==> src/design/gnms_pkg.sv <==
package gnms_pkg;

    localparam int DEFAULT_MAX_WIDTH = 1024;
    localparam int DEFAULT_MAG_BITS  = 16;

    localparam int CFG_BITS = 11;
    localparam logic [CFG_BITS-1:0] WIDTH_RESET = 11'd640;
    localparam int MIN_WIDTH = 3;

    localparam int IN_MAG_BITS = 16;
    localparam int ANG_BITS    = 16;
    localparam int X_BITS      = 10;
    localparam int Y_BITS      = 16;

    // Q3.13 radians, PI and the band edges at odd multiples of PI/8
    localparam logic signed [ANG_BITS:0] ANG_PI = 17'sd25736;
    localparam logic signed [ANG_BITS:0] ANG_B1 = 17'sd3217;
    localparam logic signed [ANG_BITS:0] ANG_B3 = 17'sd9651;
    localparam logic signed [ANG_BITS:0] ANG_B5 = 17'sd16085;
    localparam logic signed [ANG_BITS:0] ANG_B7 = 17'sd22519;

    typedef logic [1:0] dir_t;
    localparam dir_t DIR_HORZ = 2'd0;
    localparam dir_t DIR_DIAG = 2'd1;
    localparam dir_t DIR_VERT = 2'd2;
    localparam dir_t DIR_ANTI = 2'd3;

    // position of the judged center pixel, already in output form
    typedef struct packed {
        logic              emit;
        logic [X_BITS-1:0] x;
        logic [Y_BITS-1:0] y;
    } pos_t;

    function automatic dir_t quantize_angle(input logic [ANG_BITS-1:0] raw);
        logic signed [ANG_BITS:0] t;
        dir_t d;
        t = signed'({raw[ANG_BITS-1], raw});
        if (t < 0) begin
            t = t + ANG_PI;
        end
        if (t >= ANG_B1 && t < ANG_B3) begin
            d = DIR_DIAG;
        end else if (t >= ANG_B3 && t < ANG_B5) begin
            d = DIR_VERT;
        end else if (t >= ANG_B5 && t < ANG_B7) begin
            d = DIR_ANTI;
        end else begin
            d = DIR_HORZ;
        end
        return d;
    endfunction

endpackage

==> src/design/gnms_window.sv <==
module gnms_window #(
    parameter int MAG_BITS = gnms_pkg::DEFAULT_MAG_BITS
) (
    input  logic                aclk,
    input  logic                aresetn,
    input  logic                step,
    input  logic [MAG_BITS-1:0] cur0,
    input  logic [MAG_BITS-1:0] cur1,
    input  logic [MAG_BITS-1:0] cur2,
    input  gnms_pkg::dir_t      dir_above,
    output logic                peak
);

    // wm_reg[0..2]: left column rows 0..2, wm_reg[3..5]: middle column
    logic [MAG_BITS-1:0] wm_reg [0:5];
    gnms_pkg::dir_t      wd_reg [0:1];

    logic [MAG_BITS-1:0] c, a, b;

    always_comb begin
        c = wm_reg[4];
        case (wd_reg[0])
            gnms_pkg::DIR_HORZ: begin
                a = cur1;
                b = wm_reg[1];
            end
            gnms_pkg::DIR_DIAG: begin
                a = cur2;
                b = wm_reg[0];
            end
            gnms_pkg::DIR_VERT: begin
                a = wm_reg[5];
                b = wm_reg[3];
            end
            default: begin
                a = wm_reg[2];
                b = cur0;
            end
        endcase
        peak = (c >= a && c > b) || (c > a && c >= b);
    end

    always_ff @(posedge aclk) begin
        if (!aresetn) begin
            for (int i = 0; i < 6; i++) begin
                wm_reg[i] <= '0;
            end
            wd_reg[0] <= gnms_pkg::DIR_HORZ;
            wd_reg[1] <= gnms_pkg::DIR_HORZ;
        end else if (step) begin
            wm_reg[0] <= wm_reg[3];
            wm_reg[1] <= wm_reg[4];
            wm_reg[2] <= wm_reg[5];
            wm_reg[3] <= cur0;
            wm_reg[4] <= cur1;
            wm_reg[5] <= cur2;
            wd_reg[1] <= wd_reg[0];
            wd_reg[0] <= dir_above;
        end
    end

endmodule

==> config.mk <==
export PLATFORM = sky130hd
export DESIGN_NAME = gnms_window
export DESIGN_NICKNAME = d
export VERILOG_FILES = /design/src/design/gnms_pkg.sv /design/src/design/gnms_window.sv
export SDC_FILE = /design/constraint.sdc
export NUM_CORES = 1
export LEC_CHECK = 0
export BUFFER_PORTS_ARGS = -buffer_cell sky130_fd_sc_hd__clkbuf_2
export CAP_MARGIN = 20
export CORE_AREA = 2 2 135 137
export DETAILED_ROUTE_END_ITERATION = 12
export DIE_AREA = 0 0 137 139
export HOLD_SLACK_MARGIN = 0.03
export PLACE_DENSITY = 0.43
export SYNTH_ARGS = -nofsm -noshare
export SYNTH_HDL_FRONTEND = slang
export SYNTH_SLANG_ARGS = --single-unit
==> constraint.sdc <==
create_clock -name aclk -period 4.9 [get_ports aclk]
set_clock_uncertainty 0.2 [all_clocks]
set_input_delay 0.245 -clock aclk [delete_from_list [all_inputs] [get_ports aclk]]
set_output_delay 0.245 -clock aclk [all_outputs]
set_load 0.01 [all_outputs]
==> Yosys cells after proc, flatten, opt, wreduce, memory -nomap -nowiden <==
Memories as Yosys holds them, arrays and structs flattened.
Cells that the tools add are included.
{ "classes": {"addsub": 0, "multipliers": 0, "n_div": 0, "magnitude_cmp": 4, "eq_ne": 2, "n_shift": 0, "muxes": 14, "bitwise": 8, "reduce_logical": 4} }
{ "op_table": {"columns": ["cell", "count"], "rows": [
  ["2-to-1 mux 16 bit", 6],
  ["case mux 16 bit (3 select lines)", 2],
  ["greater-or-equal comparator 16 bit", 2],
  ["greater-than comparator 16 bit", 2],
  ["OR 1 bit", 8],
  ["2-to-1 mux 1 bit", 4],
  ["2-to-1 mux 2 bit", 2],
  ["== test 2 x 1 -> 1 bit, second input constant", 1],
  ["== test 2 bit, second input constant", 1],
  ["logical AND 1 bit", 2],
  ["zero test 2 bit", 1],
  ["logical OR 1 bit", 1]
]} }
{ "totals": {"reg_bits": 0, "latch_bits": 0, "ramBits": 100, "romBits": 0, "input_bits": 53, "out_inout_bits": 1, "word_cells": 34, "memories": 2} }
{ "memory_table": {"columns": ["memory", "words", "word_bits", "read_ports", "rd_clocked_by_memory_dff", "wr", "line", "source"], "rows": [
  ["wm_reg", 6, 16, 6, 0, 6, "gnms_window.sv:15", "logic [MAG_BITS-1:0] wm_reg [0:5];"],
  ["wd_reg", 2, 2, 1, 0, 2, "gnms_window.sv:16", "gnms_pkg::dir_t wd_reg [0:1];"]
]} }

==> Longest topological paths before layout <==
Gate-level depths: netlist of the first run.
{ "depth": {"ltp_word": 5, "depth_mapped": 10, "ltp_nobuf": 8} }

==> Least setup slack after synthesis of the first run <==
OpenSTA, ideal clock, no wires.
{ "synth_timing": {"path_kind": "input to register", "startpoint": "input step", "endpoint": "memory wd_reg[0][0] (netlist bit) (enable)", "setup_ns": 0.474, "arrival_time_ns": 2.863, "setup_slack_ns": 1.363, "cell_stages": 2, "n_path_buf": 1, "cell_sequence": "clkbuf_1 > nand2b_1"} }
{ "synth_lines": {"columns": ["element", "line", "source"], "rows": [
  ["from (decl)", "gnms_window.sv:6", "input logic step,"],
  ["to (decl)", "gnms_window.sv:16", null]
]} }

==> impl_metrics.yaml, run 1 <==
logic_synthesis:
  synth_area_leaders: "edfxtp_1, mux4_2, and3_1"
  synth.area.mux_share: 0.138
  synth_top_flop_cell: "edfxtp_1"
  synth-xor-area-share: 0
  async_flop_share: 0
  yosysSeqAreaShare: 0.564
  ys_warn_count: 0
  syn_area_um2: 5220
  syn_area_per_cell_um2: 14.1
  synth_top_family_by_area: "simple AND/OR/NAND/NOR gates"
  synthSimpleGateAreaFrac: 0.142
  yosysTopAreaCell: "edfxtp_1"
  synth_edf_count: 98
  synth_seq_cells: 98
  synth_cells: 369
  synth_fp_nets: 454
  synth_compound_area_frac: 0.0307
  yosys.area_share.adder: 0.0767
  ys_types: 26
  synth.top_cell.area_share: 0.564
  synth_common_cells: "and3_1, edfxtp_1, inv_1"
  yosysMostFrequentCell: "and3_1"
outcome:
  status: "completed"
setup_path:
  start_kind: "flop"
  reg2reg_slack_ns: 3.74
  crit_type: "reg -> out"
  reg2reg_from: "wm_reg[4][6]$_SDFFCE_PN0P_"
  critPathCaptureType: "output pin"
  cp_max_fo: 11
  ff2ff_path_depth: 1
  required_ns: 4.45
  critPathArrivalTime_ns: 3.56
  worst_r2r_endpoint: "wm_reg[1][6]$_SDFFCE_PN0P_"
sta:
  worst_pin_slew_ns: 0.838
  final_max_slew_viol_count: 0
  post-route-min-period_ns: 4.01
  rsz0062_at_grt: "no"
  post-route-period-util: 0.818
  setup-tns-final_ns: 0
  clock.fmax_ghz: 0.250
  maxSlewHeadroom: 0.442
  hold_viol: 0
  setup_viol: 0
cells_and_area:
  area_growth_syn_to_layout_pct: 19.8
  multi_input_area_um2: 2030
  ff_latch_area_um2: 2940
  n_antenna_cell: 0
  fin_util: 0.354
  largest_reg_flops: 96
  layout.nets: 524
  final_cells: 673
  drive_gt1_frac: 0.243
  fill_cells: 1736
floorplanning:
  die-area_um2: 19000
  row_count: 49
  die_h_um: 139
  die_w_um: 137
  num_io_pins: 54
  core_area_um2: 17700
  start_util: 0.296
place:
  dp_hpwl_um: 7800
  place_congestion: 0.706
  dp.cells: 630
  portBuffers: 53
cts:
  clock-sinks: 98
  htree_levels: 3
  cts_tree: "yes"
  clk_pin_slew_ns: 0.06
  cts_root_buf: "clkbuf_16"
  clkLatencyLatePin_ns: 0.35
  cts_resized: 0
  cts-buffers-inserted: 9
  clk_path_buf_depth: 2
routing:
  vias: 3319
  antenna_left: 0
  routed_wirelength_um: 12100
  vias_per_cell: 4.93
  drt-initial-drc-count: 234
  post-route-drc-count: 0
  first_pass_iters: 4
  wl_per_cell_um: 17.9
min_path:
  min_to: "wm_reg[4][13]$_SDFFCE_PN0P_"
  hp-start: "cur1[13]"
  hold_path_depth: 2
  hold_class: "in -> reg"
grt:
  grt_pass1_wl_um: 19200
  grtUsageTotal: 0.134
  antenna_found_initial: 0
  grt_pass1_vias: 3449
  grt-ovfl-total: 0
  grt_start_max_net_pins: 99
power_and_ir_drop:
  ir_drop_mv: 0.190
  power.density_nw_per_um2: 329
  p_leak_nw: 2.82
flow_run:
  drv_cap: 0
## cells by family after synthesis
group / after synthesis
buf+inv: 61
mux: 32
fa+ha+maj: 32
simple gates: 121
compound gates: 25
flops: 98
## cell type report
class / instances / share of cell area
Sequential cell: 98 / 0.470
Multi-Input combinational cell: 210 / 0.324
Timing Repair Buffer: 87 / 0.0940
Tap cell: 229 / 0.0458
Clock buffer: 10 / 0.0366
Inverter: 33 / 0.0198
Clock inverter: 6 / 0.00920
## how the worst max path moves through the flow
stage,startpoint,endpoint,slack (ns)
2_1_floorplan,step,wd_reg[0][0]$_SDFFCE_PN0P_,1.36
3_3_place_gp,wd_reg[0][0]$_SDFFCE_PN0P_,peak,1.23
3_5_place_dp,wd_reg[0][0]$_SDFFCE_PN0P_,peak,1.24
4_1_cts,wd_reg[0][0]$_SDFFCE_PN0P_,peak,0.86
5_1_grt,wd_reg[0][0]$_SDFFCE_PN0P_,peak,0.65
6_report,wd_reg[0][0]$_SDFFCE_PN0P_,peak,0.89
## stage by stage
stage / hold slack [ns] / setup slack (ns) / power (mW) / cell area, um^2
after global placement: 0.363 / 1.23 / 1.36 / 5700
after global routing: 0.0327 / 0.650 / 2.16 / 6260
after detailed placement: 0.364 / 1.24 / 1.36 / 5700
final: 0.0374 / 0.893 / 2.06 / 6260
after CTS: 0.0308 / 0.863 / 2.09 / 6250
after floorplan: 0.281 / 1.36 / 1.26 / 5220
## critical path: stages (launching register included)
cell and delay, ns:
edfxtp_1 0.74, buf_4 0.36, mux4_2 0.54, ha_1 0.29, nand4_1 0.08, nor4_1 0.48
a211oi_1 0.10, a211oi_1 0.39, clkbuf_2 0.21
## placed cells by master (no fill, tap or decap), drive strengths merged
master	count
nand2	5
and4	1
o21ai	4
a221o	1
nor2b	2
a21o	3
dlygate4sd3	27
nor3	2
clkbuf	63
o211ai	2
a221oi	1
buf	7
and3	99
a21oi	11
nand3	2
a211oi	2
mux4	32
bufinv	1
edfxtp	98
nor2	1
clkinv	5
nand4	7
nand2b	1
ha	32
inv	33
o21a	1
nor4	1
## power breakdown
group / leakage [nW] / internal (mW) / switching [mW]
clock network: 0.144 / 0.392 / 0.309
logic: 1.61 / 0.165 / 0.167
registers: 1.07 / 0.990 / 0.0344
total: 2.82 / 1.55 / 0.510
## layer usage
layer  vias to the layer above  wire (um)  GRT usage
li1                       1579          -          -
met4                         0        152     0.0374
met1                      1677       5830      0.185
met2                        49       5650      0.205
met5                         -          0          0
met3                        14        427     0.0387
## repair_timing
| action | CTS | global route |
|---|---|---|
| hold buffers | 26 | 1 |
| hold endpoints to repair | 26 | 1 |
| buffers inserted | 0 | 0 |
Power figures use the tool's default switching activity.
==> run 2, diff against run 1 <==
PLACE_DENSITY = 0.45   (was 0.43)
clock period = 3.5 ns   (was 4.9 ns; I/O delays follow)
==> impl_metrics.yaml, run 2 (synthesis results as in run 1) <==
routing:
  post-route-drc-count: 0
  wl_per_cell_um: 17.4
  routed_wirelength_um: 12300
  first_pass_iters: 6
  vias_per_cell: 4.86
  vias: 3424
  drt-initial-drc-count: 215
  antenna_left: 0
setup_path:
  critPathCaptureType: "output pin"
  start_kind: "flop"
  required_ns: 3.12
  slowest_delay_ns: 0.51
  worst-path-buf-inv: 4
  slowest_stage: "mux4_2"
  cp_max_fo: 11
  path_cells: "buf_4 -> buf_12 -> mux4_2 -> inv_1 -> ha_1 -> a21oi_1 -> nand2_1 -> a221o_1 -> a221oi_2 -> a211oi_2 -> clkbuf_2"
  critPathArrivalTime_ns: 2.86
  crit_family: "compound AO/OA/AOI/OAI gates"
  crit_type: "reg -> out"
place:
  dp.cells: 630
  portBuffers: 53
  place_congestion: 0.715
  dp_slack_ns: 0.240
  dp_hpwl_um: 7750
power_and_ir_drop:
  p_leak_nw: 3.00
  power.density_nw_per_um2: 448
  ir_drop_mv: 0.260
  p_total_mw: 2.98
sta:
  hold_viol: 0
  post-route-min-period_ns: 3.24
  finalWorstSetupSlack_ns: 0.261
  clock.fmax_ghz: 0.309
  final_max_slew_viol_count: 0
  maxSlewHeadroom: 0.441
  worst_pin_slew_ns: 0.839
  post-route-period-util: 0.926
  setup-tns-final_ns: 0
  rsz0062_at_grt: "no"
  setup_viol: 0
outcome:
  status: "completed"
cts:
  htree_levels: 3
  clk_path_buf_depth: 2
  cts_tree: "yes"
  clkLatencyLatePin_ns: 0.35
  cts-buffers-inserted: 9
  clk_pin_slew_ns: 0.07
  clock-sinks: 98
  cts_root_buf: "clkbuf_16"
floorplanning:
  core_area_um2: 17700
  die_w_um: 137
  num_io_pins: 54
  start_util: 0.296
  die_h_um: 139
  row_count: 49
  die-area_um2: 19000
cells_and_area:
  area_growth_syn_to_layout_pct: 27.3
  fill_cells: 1721
  drive_gt1_frac: 0.248
  final_cell_mix: "and3_1, edfxtp_1, clkbuf_2"
  fin_util: 0.376
  layout.nets: 557
  final_common_cell: "and3_1"
  largest_reg_flops: 96
  n_antenna_cell: 0
  final_cells: 704
grt:
  grt-ovfl-total: 0
  grtUsageTotal: 0.135
  grt_start_max_net_pins: 99
  grt_pass1_wl_um: 19600
  antenna_found_initial: 0
  grt_pass1_vias: 3545
min_path:
  hold_class: "in -> reg"
flow_run:
  drv_cap: 0
==> run 2: changes by cell type in the layout (fill, tap and decap cells not counted), sizes merged <==
cell,change
dlygate4sd3,+23
clkbuf,+1
clkinv,-3
bufinv,+1
buf,+9
==> run 2: final cells by class <==
| class | instances | area [um^2] | area share |
|---|---|---|---|
| repair buffers | 120 | 948 | 0.143 |
| inverters | 33 | 124 | 0.0186 |
| multi-input cells | 210 | 2050 | 0.308 |
| clock inverters | 4 | 68.8 | 0.0104 |
| well taps | 229 | 287 | 0.0431 |
| flip-flops and latches | 98 | 2940 | 0.443 |
| clock buffers | 10 | 229 | 0.0344 |
==> run 2: worst min-delay path, delay by kind of cell <==
family | cells | cell delay [ns]
buffers and inverters | 2 | 0.43
and+or+nand+nor | 1 | 0.05
==> run 2: power by group <==
part	switching (mW)	internal [mW]
sequential	0.0442	1.39
clock	0.416	0.615
combinational	0.248	0.270
==> run 2: final timing paths <==
kind                            cells after the start                         end  slack (ns)                       start
worst min-delay path                                3  wm_reg[5][7]$_SDFFCE_PN0P_        0.37                     aresetn
worst min register to register                      1  wm_reg[2][1]$_SDFFCE_PN0P_        0.38  wm_reg[5][1]$_SDFFCE_PN0P_
worst max register to register                      1  wm_reg[1][2]$_SDFFCE_PN0P_        2.33  wm_reg[4][2]$_SDFFCE_PN0P_
worst max-delay path                               11                        peak        0.26  wd_reg[0][0]$_SDFFCE_PN0P_
==> run 2: layer usage <==
metal,GRT usage,part of all wire,vias to the layer above
li1,-,-,1642
met1,0.196,0.49,1710
met2,0.203,0.46,62
met3,0.0216,0.035,10
met4,0.0488,0.013,0
met5,0,0,-
==> run 2: through the flow <==
stage          area [um^2]  hold WS (ns)
2_1_floorplan         5220         0.211
3_3_place_gp          5720         0.302
3_5_place_dp          5720         0.304
4_1_cts               6540         0.369
5_1_grt               6650         0.390
6_report              6650         0.369
==> run 2: what timing repair did <==
action,in CTS,in global routing
cloned,0,1
setup endpoints to repair,1,1
endpoints found under the hold margin,50,0
gates resized for setup,2,4
setup buffers,1,8
hold buffers,50,0
==> run 3, diff against run 2 <==
PLACE_DENSITY = not set   (was 0.45)
SLEW_MARGIN = 20   (was not set)
==> impl_metrics.yaml, run 3 (synthesis results as in run 1) <==
outcome:
  status: "completed"
cts:
  clk_path_buf_depth: 2
  clock-sinks: 98
  cts-buffers-inserted: 9
  cts_tree: "yes"
  cts_root_buf: "clkbuf_16"
  clkLatencyLatePin_ns: 0.35
  htree_levels: 3
  clk_pin_slew_ns: 0.07
grt:
  antenna_found_initial: 0
  grt_pass1_vias: 3577
  grtUsageTotal: 0.126
  grt-ovfl-total: 0
  grt_start_max_net_pins: 99
  grt_pass1_wl_um: 18600
power_and_ir_drop:
  ir_drop_mv: 0.201
  p_total_mw: 3.00
  p_leak_nw: 3.01
  power.density_nw_per_um2: 451
sta:
  rsz0062_at_grt: "no"
  setup-tns-final_ns: 0
  hold_viol: 0
  post-route-min-period_ns: 3.36
  worst_pin_slew_ns: 0.913
  maxSlewHeadroom: 0.391
  final_max_slew_viol_count: 0
  setup_viol: 0
  post-route-period-util: 0.961
  hold_ws_ns: 0.386
  clock.fmax_ghz: 0.297
cells_and_area:
  final_cells: 707
  final_cell_mix: "and3_1, edfxtp_1, clkbuf_2"
  drive_gt1_frac: 0.253
  layout.nets: 558
  largest_reg_flops: 96
  final_common_cell: "and3_1"
  area_growth_syn_to_layout_pct: 27.6
  n_antenna_cell: 0
setup_path:
  path_cells: "buf_4 -> clkbuf_16 -> mux4_2 -> inv_1 -> ha_1 -> nand2_1 -> o21ai_1 -> a221o_1 -> a221oi_2 -> a211oi_2 -> clkbuf_2"
  worst-path-buf-inv: 4
  path_depth: 11
  worst_r2r_endpoint: "wm_reg[1][6]$_SDFFCE_PN0P_"
  cp_max_fo: 16
  critPathCaptureType: "output pin"
  reg2reg_slack_ns: 2.36
  slowest_stage: "mux4_2"
  required_ns: 3.12
  crit_type: "reg -> out"
  start_kind: "flop"
  critPathArrivalTime_ns: 2.99
  slowest_delay_ns: 0.52
  ff2ff_path_depth: 1
  reg2reg_from: "wm_reg[4][6]$_SDFFCE_PN0P_"
  crit_family: "compound AO/OA/AOI/OAI gates"
floorplanning:
  row_count: 49
  start_util: 0.296
  die_h_um: 139
  core_area_um2: 17700
  die_w_um: 137
  die-area_um2: 19000
  num_io_pins: 54
min_path:
  min_to: "wm_reg[0][1]$_SDFFCE_PN0P_"
  hp-start: "wm_reg[3][1]$_SDFFCE_PN0P_"
  hold_class: "reg -> reg"
  hold_path_depth: 1
routing:
  antenna_left: 0
  vias: 3430
  vias_per_cell: 4.85
  drt-initial-drc-count: 286
  routed_wirelength_um: 11800
  post-route-drc-count: 0
  wl_per_cell_um: 16.7
  first_pass_iters: 5
place:
  dp.cells: 628
  portBuffers: 53
  place_congestion: 0.747
  dp_hpwl_um: 7420
flow_run:
  drv_cap: 0
==> run 3: cell types whose count changed in the layout (fill, tap and decap cells not counted), sizes merged <==
cell / change
clkbuf: +1
buf: +1
clkinv: +1
==> run 3: worst max path at each step <==
stage,from,endpoint,slack (ns)
2_1_floorplan,step,wd_reg[0][0]$_SDFFCE_PN0P_,0.03
3_3_place_gp,wd_reg[0][0]$_SDFFCE_PN0P_,peak,0.42
3_5_place_dp,wd_reg[0][0]$_SDFFCE_PN0P_,peak,0.34
4_1_cts,wd_reg[0][0]$_SDFFCE_PN0P_,peak,0.01
5_1_grt,wd_reg[0][0]$_SDFFCE_PN0P_,peak,0.009
6_report,wd_reg[0][0]$_SDFFCE_PN0P_,peak,0.14
==> run 3: what timing repair did <==
action	4_1_cts	5_1_grt
resized for setup	1	1
gates cloned	0	1
buffers inserted	0	12
endpoints found under the setup margin	1	1
hold buffers	50	0
endpoints found under the hold margin	50	0
==> run 3: per-layer routing <==
metal / global-route usage / share of wire
met3: 0.0172 / 0.035
met1: 0.174 / 0.47
met2: 0.202 / 0.48
met5: 0 / 0
met4: 0.0434 / 0.016
==> run 3: power by group <==
| part | switching, mW | leakage (nW) | internal, mW |
|---|---|---|---|
| logic | 0.247 | 1.78 | 0.272 |
| registers | 0.0442 | 1.07 | 1.39 |
| clock network | 0.427 | 0.153 | 0.626 |
| total | 0.718 | 3.01 | 2.29 |
==> run 3: layout make-up <==
cell class,count,area [um^2]
fill,1698,11000
sequential,98,2940
inverter,33,124
clock buffer,11,233
clock inverter,5,78.8
timing repair buffer,121,960
tap,229,287
multi-input combinational,210,2040
==> run 3: stage by stage <==
step / instance area, um^2 / setup slack, ns / utilization
6_report: 6660 / 0.136 / 0.377
3_3_place_gp: 5710 / 0.415 / 0.323
5_1_grt: 6660 / 0.00860 / 0.377
3_5_place_dp: 5710 / 0.341 / 0.324
2_1_floorplan: 5220 / 0.0331 / -
4_1_cts: 6530 / 0.0118 / 0.370
