## src/design/gnms_pkg.sv

```systemverilog
package gnms_pkg;

    localparam int DEFAULT_MAX_WIDTH = 1024;
    localparam int DEFAULT_MAG_BITS  = 16;

    localparam int CFG_BITS = 11;
    localparam logic [CFG_BITS-1:0] WIDTH_RESET = 11'd640;
    localparam int MIN_WIDTH = 3;

    localparam int IN_MAG_BITS = 16;
    localparam int ANG_BITS    = 16;
    localparam int X_BITS      = 10;
    localparam int Y_BITS      = 16;

    // Q3.13 radians, PI and the band edges at odd multiples of PI/8
    localparam logic signed [ANG_BITS:0] ANG_PI = 17'sd25736;
    localparam logic signed [ANG_BITS:0] ANG_B1 = 17'sd3217;
    localparam logic signed [ANG_BITS:0] ANG_B3 = 17'sd9651;
    localparam logic signed [ANG_BITS:0] ANG_B5 = 17'sd16085;
    localparam logic signed [ANG_BITS:0] ANG_B7 = 17'sd22519;

    typedef logic [1:0] dir_t;
    localparam dir_t DIR_HORZ = 2'd0;
    localparam dir_t DIR_DIAG = 2'd1;
    localparam dir_t DIR_VERT = 2'd2;
    localparam dir_t DIR_ANTI = 2'd3;

    // position of the judged center pixel, already in output form
    typedef struct packed {
        logic              emit;
        logic [X_BITS-1:0] x;
        logic [Y_BITS-1:0] y;
    } pos_t;

    function automatic dir_t quantize_angle(input logic [ANG_BITS-1:0] raw);
        logic signed [ANG_BITS:0] t;
        dir_t d;
        t = signed'({raw[ANG_BITS-1], raw});
        if (t < 0) begin
            t = t + ANG_PI;
        end
        if (t >= ANG_B1 && t < ANG_B3) begin
            d = DIR_DIAG;
        end else if (t >= ANG_B3 && t < ANG_B5) begin
            d = DIR_VERT;
        end else if (t >= ANG_B5 && t < ANG_B7) begin
            d = DIR_ANTI;
        end else begin
            d = DIR_HORZ;
        end
        return d;
    endfunction

endpackage

```

## src/design/gnms_ctrl.sv

```systemverilog
module gnms_ctrl #(
    parameter int MAX_WIDTH = gnms_pkg::DEFAULT_MAX_WIDTH
) (
    input  logic                               aclk,
    input  logic                               aresetn,
    input  logic                               cfg_wr_en,
    input  logic [gnms_pkg::CFG_BITS-1:0]      cfg_wr_data,
    input  logic                               accept,
    input  logic                               frame_start,
    output logic [$clog2(MAX_WIDTH)-1:0]       col,
    output gnms_pkg::pos_t                     pos
);

    localparam int COL_BITS = $clog2(MAX_WIDTH);
    localparam int WB = (gnms_pkg::CFG_BITS > COL_BITS + 1) ? gnms_pkg::CFG_BITS
                                                             : COL_BITS + 1;

    logic [gnms_pkg::CFG_BITS-1:0] width_reg;
    logic [COL_BITS-1:0]           col_reg, col_next;
    logic [gnms_pkg::Y_BITS-1:0]   row_reg, row_next;

    logic [WB-1:0]                 width_cfg, width_use;
    logic [COL_BITS-1:0]           col_cur;
    logic [gnms_pkg::Y_BITS-1:0]   row_cur;
    logic [WB-1:0]                 col_inc, x_full;

    always_comb begin
        width_cfg = WB'(width_reg);
        if (width_cfg < WB'(gnms_pkg::MIN_WIDTH)) begin
            width_use = WB'(gnms_pkg::MIN_WIDTH);
        end else if (width_cfg > WB'(MAX_WIDTH)) begin
            width_use = WB'(MAX_WIDTH);
        end else begin
            width_use = width_cfg;
        end

        col_cur = frame_start ? '0 : col_reg;
        row_cur = frame_start ? '0 : row_reg;
        // a width shrunk mid-row wraps the column at once
        if (WB'(col_cur) >= width_use) begin
            col_cur = '0;
        end

        col_inc  = WB'(col_cur) + WB'(1);
        col_next = col_inc[COL_BITS-1:0];
        row_next = row_cur;
        if (col_inc >= width_use) begin
            col_next = '0;
            if (row_cur != '1) begin
                row_next = row_cur + 1'b1;
            end
        end

        x_full   = WB'(col_cur) - WB'(1);
        pos.emit = (row_cur >= 2) && (WB'(col_cur) >= WB'(2));
        pos.x    = x_full[gnms_pkg::X_BITS-1:0];
        pos.y    = row_cur - 1'b1;
        col      = col_cur;
    end

    always_ff @(posedge aclk) begin
        if (!aresetn) begin
            width_reg <= gnms_pkg::WIDTH_RESET;
            col_reg   <= '0;
            row_reg   <= '0;
        end else begin
            if (cfg_wr_en) begin
                width_reg <= cfg_wr_data;
            end
            if (accept) begin
                col_reg <= col_next;
                row_reg <= row_next;
            end
        end
    end

endmodule

```

## config.mk

```make
export PLATFORM = sky130hd
export DESIGN_NAME = gnms_ctrl
export DESIGN_NICKNAME = d
export VERILOG_FILES = /design/src/design/gnms_pkg.sv /design/src/design/gnms_ctrl.sv
export SDC_FILE = /design/constraint.sdc
export NUM_CORES = 1
export LEC_CHECK = 0
export BUFFER_PORTS_ARGS = -buffer_cell sky130_fd_sc_hd__buf_2
export CORE_UTILIZATION = 43
export DETAILED_ROUTE_END_ITERATION = 7
export PLACE_DENSITY = 0.68
export SLEW_MARGIN = 20
export SYNTH_ARGS = -nofsm -noshare
export SYNTH_HDL_FRONTEND = slang
export SYNTH_SLANG_ARGS = --single-unit
```

## constraint.sdc

```tcl
create_clock -name aclk -period 7.6 [get_ports aclk]
set_clock_uncertainty 0.05 [all_clocks]
set_input_delay 0.76 -clock aclk [delete_from_list [all_inputs] [get_ports aclk]]
set_output_delay 0.76 -clock aclk [all_outputs]
set_load 0.01 [all_outputs]
```

# Word level (Yosys, flattened, before mapping)
# Cells that the tools add are included.
[totals]
out_inout_bits = 37
register_bits = 37
mem_bits_ro = 0
latch_bits = 0
n_memories = 0
word_cells = 23
ram_bits = 0
in_bits = 16
[op_classes]
div_mod_pow = 0
magnitude_cmp = 6
shift = 0
n_addsub = 4
n_mux = 8
n_reduce_logical = 1
n_mul = 0
bitwise = 0
eq_ne = 1
[ops]
columns = ["op", "count"]
rows = [
  ["$mux W16", 3],
  ["$mux W10", 3],
  ["$mux W11", 2],
  ["$add A16 B1 Y16 const B", 1],
  ["$ge A16 B2 Y1 const B", 1],
  ["$ne A16 B16 Y1 const B", 1],
  ["$sub A16 B1 Y16 const B", 1],
  ["$add A10 B1 Y11 const B", 1],
  ["$ge A10 B11 Y1", 1],
  ["$ge A11 B11 Y1", 1],
  ["$gt A11 B11 Y1 const B", 1],
  ["$lt A11 B2 Y1 const B", 1],
  ["$ge A10 B2 Y1 const B", 1],
  ["$sub A10 B1 Y10 const B", 1],
  ["$logic_and A1 B1 Y1", 1],
]

# Depth between registers and ports, before layout
# Gate-level depths: netlist (run 1).
[depth]
depth_word = 8
depth_mapped = 25
ltp_nobuf = 22

# Worst setup path before layout (run 1)
# Ideal clock, no wire load.
[synth_timing]
path_kind = "in2reg"
from = "in frame_start"
to = "reg row_reg[12] in the netlist's numbering"
setup_ps = 86
path_stages = 24
required_ps = 7464
arrival_time_ps = 5585
n_path_buf = 5
setup_slack_ps = 1879
cell_sequence = "buf_2 clkbuf_1 clkbuf_1 nor2b_1 ha_1 a2111oi_2 o21ai_1 a21o_1 a21oi_1 buf_2 nand2_1 inv_1 ha_1 nand3_1 or3_1 a21oi_1 ha_1 a21oi_2 o21ai_0 a2111oi_4 nor2_2 buf_2 a31o_1 a211oi_1"
[synth_via]
elab_chain_len = 6
word_cells_on_any_way = 10
[synth_lines]
columns = ["item", "line", "text"]
rows = [
  ["from (decl)", "gnms_ctrl.sv:9", "input logic frame_start,"],
  ["$mux W10 (*)", "gnms_ctrl.sv:37", "col_cur = frame_start ? '0 : col_reg;"],
  ["$ge A10 B11 Y1", "gnms_ctrl.sv:40", "if (WB'(col_cur) >= width_use) begin"],
  ["$mux W10 (*)", "gnms_ctrl.sv:40", ""],
  ["net col[0]", "gnms_ctrl.sv:10", "output logic [$clog2(MAX_WIDTH)-1:0] col,"],
  ["$add A10 B1 Y11 (*)", "gnms_ctrl.sv:44", "col_inc = WB'(col_cur) + WB'(1);"],
  ["$ge A11 B11 Y1 (*)", "gnms_ctrl.sv:47", "if (col_inc >= width_use) begin"],
  ["$mux W16 (*)", "gnms_ctrl.sv:47", ""],
  ["to (signal assigned)", "gnms_ctrl.sv:72", "row_reg <= row_next;"],
  ["to (decl)", "gnms_ctrl.sv:20", "logic [gnms_pkg::Y_BITS-1:0] row_reg, row_next;"],
]
# Mark *: on every way through the listed nets, which the timed path passes. The rest lies on a longest branch.
# A chain may end at the register's enable or synchronous reset.

# Final worst setup path (run 1)
[layout_timing]
from = "in frame_start"
to = "reg row_reg[2] in the netlist's numbering"
[layout_via]
elab_chain_len = 6
word_cells_on_any_way = 10
[layout_lines]
columns = ["item", "line"]
rows = [
  ["$mux W10", "gnms_ctrl.sv:37"],
  ["$ge A10 B11 Y1", "gnms_ctrl.sv:40"],
  ["$mux W10", "gnms_ctrl.sv:40"],
  ["$add A10 B1 Y11", "gnms_ctrl.sv:44"],
  ["$ge A11 B11 Y1", "gnms_ctrl.sv:47"],
  ["$mux W16 (*)", "gnms_ctrl.sv:47"],
]
# Mark *: on every way between the ends. The rest lies on a longest branch, timed or not.

==> results.toml, run 1 <==
[power]
leakage_nw = 1.58
switching_share = 0.289
p_int_uw = 323
seq_power_share = 0.446
ir_worst_vdd_v = 0.0000909
power.switching_uw = 131
power.share.clock = 0.381
power.density_mw_per_mm2 = 122
p_comb_frac = 0.173

[routing]
drt_iter0_drc = 158
drt-total-wl_mm = 9.25
drtPass1Iterations = 5
ant_nets = 0
drt-vias-per-instance = 5.92
wl_per_cell_um = 16.1
drc = 0
vias = 3402

[clocking]
clk_pin_slew_ps = 80
cts_tree = "built"
cts_buffers = 5
cts_buffer_depth = 2
cts-root-buf = "clkbuf_8"
h-tree-depth = 2
post_cts_buffers = 0
clk_latency_ps = 300
cts.sinks = 37
hold_buffers = 0
ctsResizeCount = 0

[layout]
fin_area_mm2 = 0.00371
largest_reg_flops = 16
syn_to_final_growth_pct = 10.3
drive_gt1_frac = 0.166
finalNonFillerCells = 575
nFillCells = 743
final_nets = 519
antenna_cells = 0

[placed_design]
pre_cts_slack_ps = 1150
routabilityCongestion = 0.873
placed_area_mm2 = 0.00361
placedCellCount = 568
io_buffer_count = 52
dpl.hpwl_mm = 6.72

[critical_path]
cp_num_buf_inv = 3
cp_max_fo = 31
crit_family = "compound AO/OA/AOI/OAI gates"
path_common_cell = "nand2_1"
max_stage_delay_ps = 890
start_kind = "input port"
end_kind = "flop"
cp_slowest_cell = "nor3_2"
worst-setup-path-type = "input port to flop"
cp_data_arrival_time_ps = 6430
crit_chain = "buf_2, buf_4, nor2b_1, ha_1, a211oi_1, o21ai_1, a21o_1, a21oi_1, nand2_1, inv_1, ha_1, nand3_1, or2_0, nand2_1, a21oi_1, ha_1, nand2_1, o21ai_0, a2111oi_4, nor3_2, nand2_1, o311ai_0"
cp_data_required_time_ps = 7740

[floorplanning]
die-area_mm2 = 0.00818
coreArea_mm2 = 0.00741
dieWidth_um = 90.4
rows = 31
die_h_um = 90.4
ios = 53
initial_utilization = 0.454

[logic_synthesis]
ys_seq_area_frac = 0.220
syn_inst = 450
synth_most_common_cell = "nand2_1"
synth_area_leaders = "dfxtp_1 22%, ha_1 10%, nand2_1 7.9%"
syn_nets = 493
ys_seq_elements = 37
synth_warnings = 0
syn_avg_cell_area_um2 = 7.47
synth_top_area_frac = 0.220
ys_types = 63
synth_area_leader_cell = "dfxtp_1"
synth_edf_count = 0
async_flop_share = 0
synth_flop_cell = "dfxtp_1"
syn_area_mm2 = 0.00336
synthTopCellsByCount = "71 x nand2_1, 37 x dfxtp_1, 31 x nor2_1, 27 x ha_1"

[run_status]
status = "complete, no violations"

[sta]
fin_ws_ps = 1310
hold_viol_final = 0
setup_violations = 0
tightest_slew_ps = 1050
final.setup.tns_ps = 0
rsz0062_at_grt = "false"
post-route-period-util = 0.828
final_max_slew_viol_count = 0
timing.hold.ws_ps = 461
period_needed_ps = 6290
relSlewSlack = 0.297
max_freq_mhz = 159

[global_routing]
grt_start_max_net_pins = 32
antenna_found_initial = 0
grt_pass1_wl_mm = 15.7
gr-usage-all-layers = 0.237
grt_overflow_total = 0
grt_pass1_vias = 3159

[run]
cap_violations = 0

[worst_hold_path]
hold_path.class = "flop to flop"
[final cells by class]
type	instances	area [um2]	share of cell area
sequential	37	741	0.200
clock buffer	5	68.8	0.0185
clock inverter	2	35.0	0.00944
multi-input combinational	363	2410	0.651
inverter	16	60.1	0.0162
tap	99	124	0.0334
timing repair buffer	53	268	0.0722
[kinds of logic after synthesis]
family                     Yosys count  share of synthesized area
and+or+nand+nor                    215                      0.339
AOI/OAI and AO/OA                   85                      0.179
buffers and inverters               50                     0.0621
DFF                                 37                      0.220
adders and majority gates           27                      0.100
xor gates and xnor gates            19                     0.0495
muxes                               17                     0.0506
[per-layer routing]
metal	GRT usage	wire length, um	vias up
met3	0.0421	522	25
met4	0.108	347	0
met5	0	0	-
li1	-	-	1660
met1	0.302	4090	1591
met2	0.386	4290	126
[placed cells by master (no fill, tap or decap), types with 8 or more instances in the layout]
cell,instances
nand2_1,71
buf_2,52
dfxtp_1,37
nor2_1,31
ha_1,27
nand3_1,22
a21oi_1,22
mux2i_1,17
o21ai_0,15
inv_1,14
nor2b_1,11
nor3_1,11
xor2_1,10
a211o_1,9
xnor2_1,9
nand4_1,8
nor4_1,8
[final timing paths]
kind	from	to	slack (ps)	depth (start not counted)
worst min register to register	width_cfg[0]	width_cfg[0]	460	2
worst max register to register	width_cfg[6]	row_reg[2]	1360	22
worst min-delay path	width_cfg[0]	width_cfg[0]	460	2
worst max-delay path	frame_start	row_reg[2]	1310	22
[worst min-delay path, cell delays in order (launching register included)]
cell and delay, ps:
dfxtp_1 340, mux2i_1 70, nor2_1 70
[power by group through the flow]
stage	clock network (mW)	logic, mW	registers [mW]
after global placement	0	0.0764	0.207
after floorplan	0	0.0576	0.205
after detailed placement	0	0.0773	0.207
after CTS	0.175	0.0782	0.202
after global routing	0.184	0.0871	0.203
final	0.173	0.0782	0.202
[through the flow]
step	util	total power, mW
2_1_floorplan	-	0.263
3_3_place_gp	0.487	0.283
3_5_place_dp	0.487	0.284
4_1_cts	0.501	0.456
5_1_grt	0.501	0.475
6_report	0.501	0.454
No activity file was read; power rests on OpenSTA's default activity.
==> run 2, diff against run 1 <==
--- a/config.mk
+++ b/config.mk
@@ -5,6 +5,7 @@
 export SDC_FILE = /design/constraint.sdc
 export NUM_CORES = 1
 export LEC_CHECK = 0
+export ABC_AREA = 1
 export BUFFER_PORTS_ARGS = -buffer_cell sky130_fd_sc_hd__buf_2
 export CORE_UTILIZATION = 43
 export DETAILED_ROUTE_END_ITERATION = 7
==> constraint.sdc (replaced) <==
create_clock -name aclk -period 6.2 [get_ports aclk]
set_clock_uncertainty 0.05 [all_clocks]
set_input_delay 0.62 -clock aclk [delete_from_list [all_inputs] [get_ports aclk]]
set_output_delay 0.62 -clock aclk [all_outputs]
set_load 0.01 [all_outputs]
==> run 2 against run 1 <==
  * Non-clock buffer count unchanged
  * Die area increased by 3.6%
  * Clock power decreased by 12%
  * Largest power group unchanged
  * Highest routed layer unchanged
  * Wire length is 2.2% lower
  * Worst setup slack worse by 640 ps
  * Synthesized cell count up 24%
  * Critical path depth up 8
  * Sequential cell count stayed put
  * Global-route usage down 1.3 points
  * Combinational power up 30%
  * Critical path type is now flop to flop
==> results.toml, run 2 <==
[run_status]
status = "complete, no violations"

[floorplanning]
die-area_mm2 = 0.00847
initial_utilization = 0.449
die_h_um = 92.0
rows = 32
ios = 53
coreArea_mm2 = 0.00777
dieWidth_um = 92.0

[power]
power.switching_uw = 151
power.total_uw = 504
leakage_nw = 1.86
p_int_uw = 353
seq_power_share = 0.495
switching_share = 0.300
power.density_mw_per_mm2 = 129
ir_worst_vdd_v = 0.000107
power.share.clock = 0.304
p_comb_frac = 0.202

[layout]
antenna_cells = 0
nFillCells = 844
final_cell_mix = "134 x nand2_1, 69 x nor2_1, 69 x inv_1"
final_nets = 645
drive_gt1_frac = 0.150
syn_to_final_growth_pct = 11.7
largest_reg_flops = 16
final_common_cell = "nand2_1"
fin_util = 0.501

[critical_path]
cp_data_required_time_ps = 6360
r2r_setup_slack_ps = 670
end_kind = "flop"
reg2reg_to = "col_reg[7]"
worst-setup-path-type = "flop to flop"
crit-reg2reg-launch = "width_cfg[5]"
cp_data_arrival_time_ps = 5690
cp_slowest_cell = "nor2_1"
crit_family = "simple AND/OR/NAND/NOR gates"
cp_max_fo = 31
max_stage_delay_ps = 540
reg2regPathDepth = 30
cp_num_buf_inv = 5
start_kind = "flop"

[logic_synthesis]
synth_flop_cell = "dfxtp_1"
synth_most_common_cell = "nand2_1"
synth_area_leaders = "dfxtp_1 21%, nand2_1 14%, ha_1 9.7%"
synthTopCellsByCount = "134 x nand2_1, 69 x inv_1, 69 x nor2_1, 37 x dfxtp_1, 35 x xor2_1"
synth_warnings = 0
synth_area_leader_cell = "dfxtp_1"
syn_nets = 600
async_flop_share = 0
ys_seq_area_frac = 0.212
syn_area_mm2 = 0.00349
synth_edf_count = 0
ys_types = 37
syn_inst = 557
syn_avg_cell_area_um2 = 6.26
ys_seq_elements = 37
synth_top_area_frac = 0.212

[sta]
setup_violations = 0
hold_viol_final = 0
max_freq_mhz = 181
post-route-period-util = 0.892
final_max_slew_viol_count = 0
relSlewSlack = 0.475
period_needed_ps = 5530
rsz0062_at_grt = "false"
tightest_slew_ps = 768
final.setup.tns_ps = 0

[global_routing]
grt_overflow_total = 0
gr-usage-all-layers = 0.223
grt_pass1_wl_mm = 15.5
antenna_found_initial = 0
grt_start_max_net_pins = 32
grt_pass1_vias = 3372

[placed_design]
dpl.hpwl_mm = 7.33
io_buffer_count = 52
routabilityCongestion = 0.935

[worst_hold_path]
hold_path.class = "flop to flop"
worstHoldEndpoint = "col_reg[3]"
worstHoldStart = "col_reg[3]"
min_delay_path_depth = 2

[routing]
ant_nets = 0
vias = 3683
drt-vias-per-instance = 5.24
wl_per_cell_um = 12.9
drt_iter0_drc = 250
drtPass1Iterations = 5
drt-total-wl_mm = 9.05
drc = 0

[clocking]
cts.sinks = 37
ctsResizeCount = 0
post_cts_buffers = 0
cts_tree = "built"
h-tree-depth = 2
cts-root-buf = "clkbuf_8"
clk_pin_slew_ps = 70
hold_buffers = 0
cts_buffer_depth = 2
clk_latency_ps = 290
cts_buffers = 5

[run]
cap_violations = 0
==> run 2: worst max path at each step <==
stage,startpoint,to,depth (start not counted)
2_1_floorplan,width_cfg[5],col_reg[6],29
3_3_place_gp,frame_start,col_reg[9],29
3_5_place_dp,frame_start,col_reg[6],29
4_1_cts,width_cfg[5],col_reg[9],30
5_1_grt,width_cfg[5],col_reg[9],30
6_report,width_cfg[5],col_reg[7],30
==> run 2: kinds of logic after synthesis <==
family | after synthesis | synth area share
compound gates | 75 | 0.115
flops | 37 | 0.212
simple gates | 291 | 0.383
xor+xnor | 36 | 0.0926
fa+ha+maj | 27 | 0.0969
buf+inv | 91 | 0.0998
==> run 2: layer usage <==
layer | part of all wire | wire [um] | GRT usage
met2 | 0.45 | 4050 | 0.360
met1 | 0.49 | 4390 | 0.317
met5 | 0 | 0 | 0
met4 | 0.011 | 101 | 0.0482
met3 | 0.056 | 508 | 0.0282
==> run 2: power groups by stage <==
| stage | sequential, mW | combinational (mW) | clock [mW] |
|---|---|---|---|
| finish | 0.249 | 0.102 | 0.153 |
| global route | 0.250 | 0.116 | 0.170 |
| floorplan | 0.253 | 0.0733 | 0 |
| global placement | 0.255 | 0.0996 | 0 |
| CTS | 0.249 | 0.102 | 0.157 |
| detailed placement | 0.255 | 0.101 | 0 |
==> run 2: stage by stage <==
| step | instance area [um2] | cells | hold slack (ps) | setup slack, ps |
|---|---|---|---|---|
| CTS | 3890 | 703 | 417 | 739 |
| floorplan | 3490 | 557 | 395 | 1620 |
| finish | 3890 | 703 | 415 | 667 |
| detailed placement | 3820 | 697 | 407 | 753 |
| global route | 3890 | 703 | 431 | 14.1 |
| global placement | 3820 | 697 | 403 | 989 |
==> run 2: layout make-up <==
type                    instances  area, um2  area share
multi-input cells             429       2400       0.615
inverters                      76        288      0.0739
clock inverters                 1       5.00     0.00128
repair buffers                 53        268      0.0687
well taps                     102        128      0.0328
clock buffers                   5       68.8      0.0177
flip-flops and latches         37        741       0.190
==> run 2: tightest hold or removal path, delay by kind of cell (launching register included) <==
kind            cells  cell delay (ps)
flops               1              310
simple gates        1               60
compound gates      1               50
==> run 3, diff against run 2 <==
--- a/config.mk
+++ b/config.mk
@@ -7,6 +7,7 @@
 export LEC_CHECK = 0
 export ABC_AREA = 1
 export BUFFER_PORTS_ARGS = -buffer_cell sky130_fd_sc_hd__buf_2
+export CORE_MARGIN = 3
 export CORE_UTILIZATION = 43
 export DETAILED_ROUTE_END_ITERATION = 7
 export PLACE_DENSITY = 0.68
==> run 3 against run 2 <==
  * Power is 2.2% higher
  * Wire length is 2.3% higher
  * Sequential power hardly changed
  * Critical path depth is 1 lower
  * Register-to-register slack worse by 170 ps
  * Non-clock buffer count is 2 higher
  * First-iteration DRC count is 22% lower
  * Count of clock-buffer cells in the layout is 1 higher
  * Clock power is 7% higher
  * Worst setup slack worse by 170 ps
  * Critical path type unchanged
  * Largest cell class unchanged
  * Highest routed layer unchanged
==> results.toml, run 3 (synthesis gave the netlist of run 2 again) <==
[sta]
period_needed_ps = 5710
final_max_slew_viol_count = 0
setup_violations = 0
final.setup.tns_ps = 0
max_freq_mhz = 175
hold_viol_final = 0
post-route-period-util = 0.921
rsz0062_at_grt = "false"
relSlewSlack = 0.448
tightest_slew_ps = 807

[global_routing]
grt_start_max_net_pins = 26
grt_pass1_vias = 3275
grt_pass1_wl_mm = 15.1
grt_overflow_total = 0
antenna_found_initial = 0
gr-usage-all-layers = 0.203

[worst_hold_path]
worstHoldStart = "col_reg[3]"
hold_path.class = "flop to flop"
min_delay_path_depth = 2

[critical_path]
crit-reg2reg-launch = "width_cfg[5]"
cp_max_fo = 15
cp_data_required_time_ps = 6360
end_kind = "flop"
cp_slowest_cell = "nor2_1"
critPathLaunch = "width_cfg[5]"
worst-setup-path-type = "flop to flop"
cp_data_arrival_time_ps = 5860
reg2regPathDepth = 29
start_kind = "flop"
max_stage_delay_ps = 690

[floorplanning]
die-area_mm2 = 0.00922
coreArea_mm2 = 0.00781
dieWidth_um = 96.0
initial_utilization = 0.446
ios = 53
rows = 32
die_h_um = 96.0

[placed_design]
io_buffer_count = 52
placedCellCount = 699
placed_area_mm2 = 0.00384
dpl.hpwl_mm = 7.49
routabilityCongestion = 0.919

[clocking]
hold_buffers = 0
cts_tree = "built"
post_cts_buffers = 0
h-tree-depth = 2
cts_buffers = 5
clk_latency_ps = 290
ctsResizeCount = 0
clk_pin_slew_ps = 70
cts.sinks = 37
cts-root-buf = "clkbuf_8"
cts_buffer_depth = 2

[layout]
ff_latch_area_um2 = 741
drive_gt1_frac = 0.154
antenna_cells = 0
nFillCells = 813
final_cell_mix = "134 x nand2_1, 69 x nor2_1, 69 x inv_1"
multiInputGateArea_mm2 = 0.00240
final_common_cell = "nand2_1"
largest_reg_flops = 16
finalNonFillerCells = 707
syn_to_final_growth_pct = 12.4
final_nets = 647
fin_area_mm2 = 0.00392

[power]
leakage_nw = 1.87
power.density_mw_per_mm2 = 131
ir_worst_vdd_v = 0.000101

[routing]
vias = 3666
drt-vias-per-instance = 5.19
drtPass1Iterations = 5
wl_per_cell_um = 13.1
drc = 0
drt-total-wl_mm = 9.26
ant_nets = 0
drt_iter0_drc = 196

[run_status]
status = "complete, no violations"

[run]
cap_violations = 0
[run 3: changes by cell type in the layout (fill, tap and decap cells not counted)]
cell and change:
buf_4 +2, clkbuf_1 +1, clkinv_2 +1
[run 3: worst max-delay path, delay by kind of cell (launching register included)]
family                     cells  cell delay (ps)
DFF                            1              330
and+or+nand+nor               17             2960
AOI/OAI and AO/OA              5             1070
buffers and inverters          4              390
adders and majority gates      3              820
[run 3: stage by stage]
step                power (mW)  utilization  hold WS, ps  setup slack (ps)
finish                   0.515        0.502          419               493
global route             0.542        0.502          427              11.1
CTS                      0.520        0.502          417               578
detailed placement       0.357        0.491          405               627
global placement         0.355        0.491          403               836
floorplan                0.326            -          395              1620
[run 3: layer usage]
| layer | wire length, um | vias to the layer above | global-route usage | part of all wire |
|---|---|---|---|---|
| met5 | 0 | - | 0 | 0 |
| met4 | 114 | 0 | 0.0474 | 0.012 |
| met3 | 432 | 11 | 0.0297 | 0.047 |
| met2 | 4230 | 85 | 0.323 | 0.46 |
| met1 | 4480 | 1685 | 0.287 | 0.48 |
| li1 | - | 1885 | - | - |
[run 3: worst paths after layout]
kind	endpoint	slack (ps)
worst max-delay path	col_reg[6]	490
worst min-delay path	col_reg[3]	420
worst max register to register	col_reg[6]	490
worst min register to register	col_reg[3]	420
[run 3: layout make-up]
type / instances / share of cell area
tap: 102 / 0.0326
inverter: 76 / 0.0734
clock inverter: 2 / 0.00255
clock buffer: 6 / 0.0185
sequential: 37 / 0.189
timing repair buffer: 55 / 0.0722
multi-input combinational: 429 / 0.612
[run 3: report_power, final]
group / internal (mW) / leakage [nW] / switching, mW
combinational: 0.0357 / 1.53 / 0.0673
clock: 0.0779 / 0.0450 / 0.0846
sequential: 0.244 / 0.301 / 0.00585
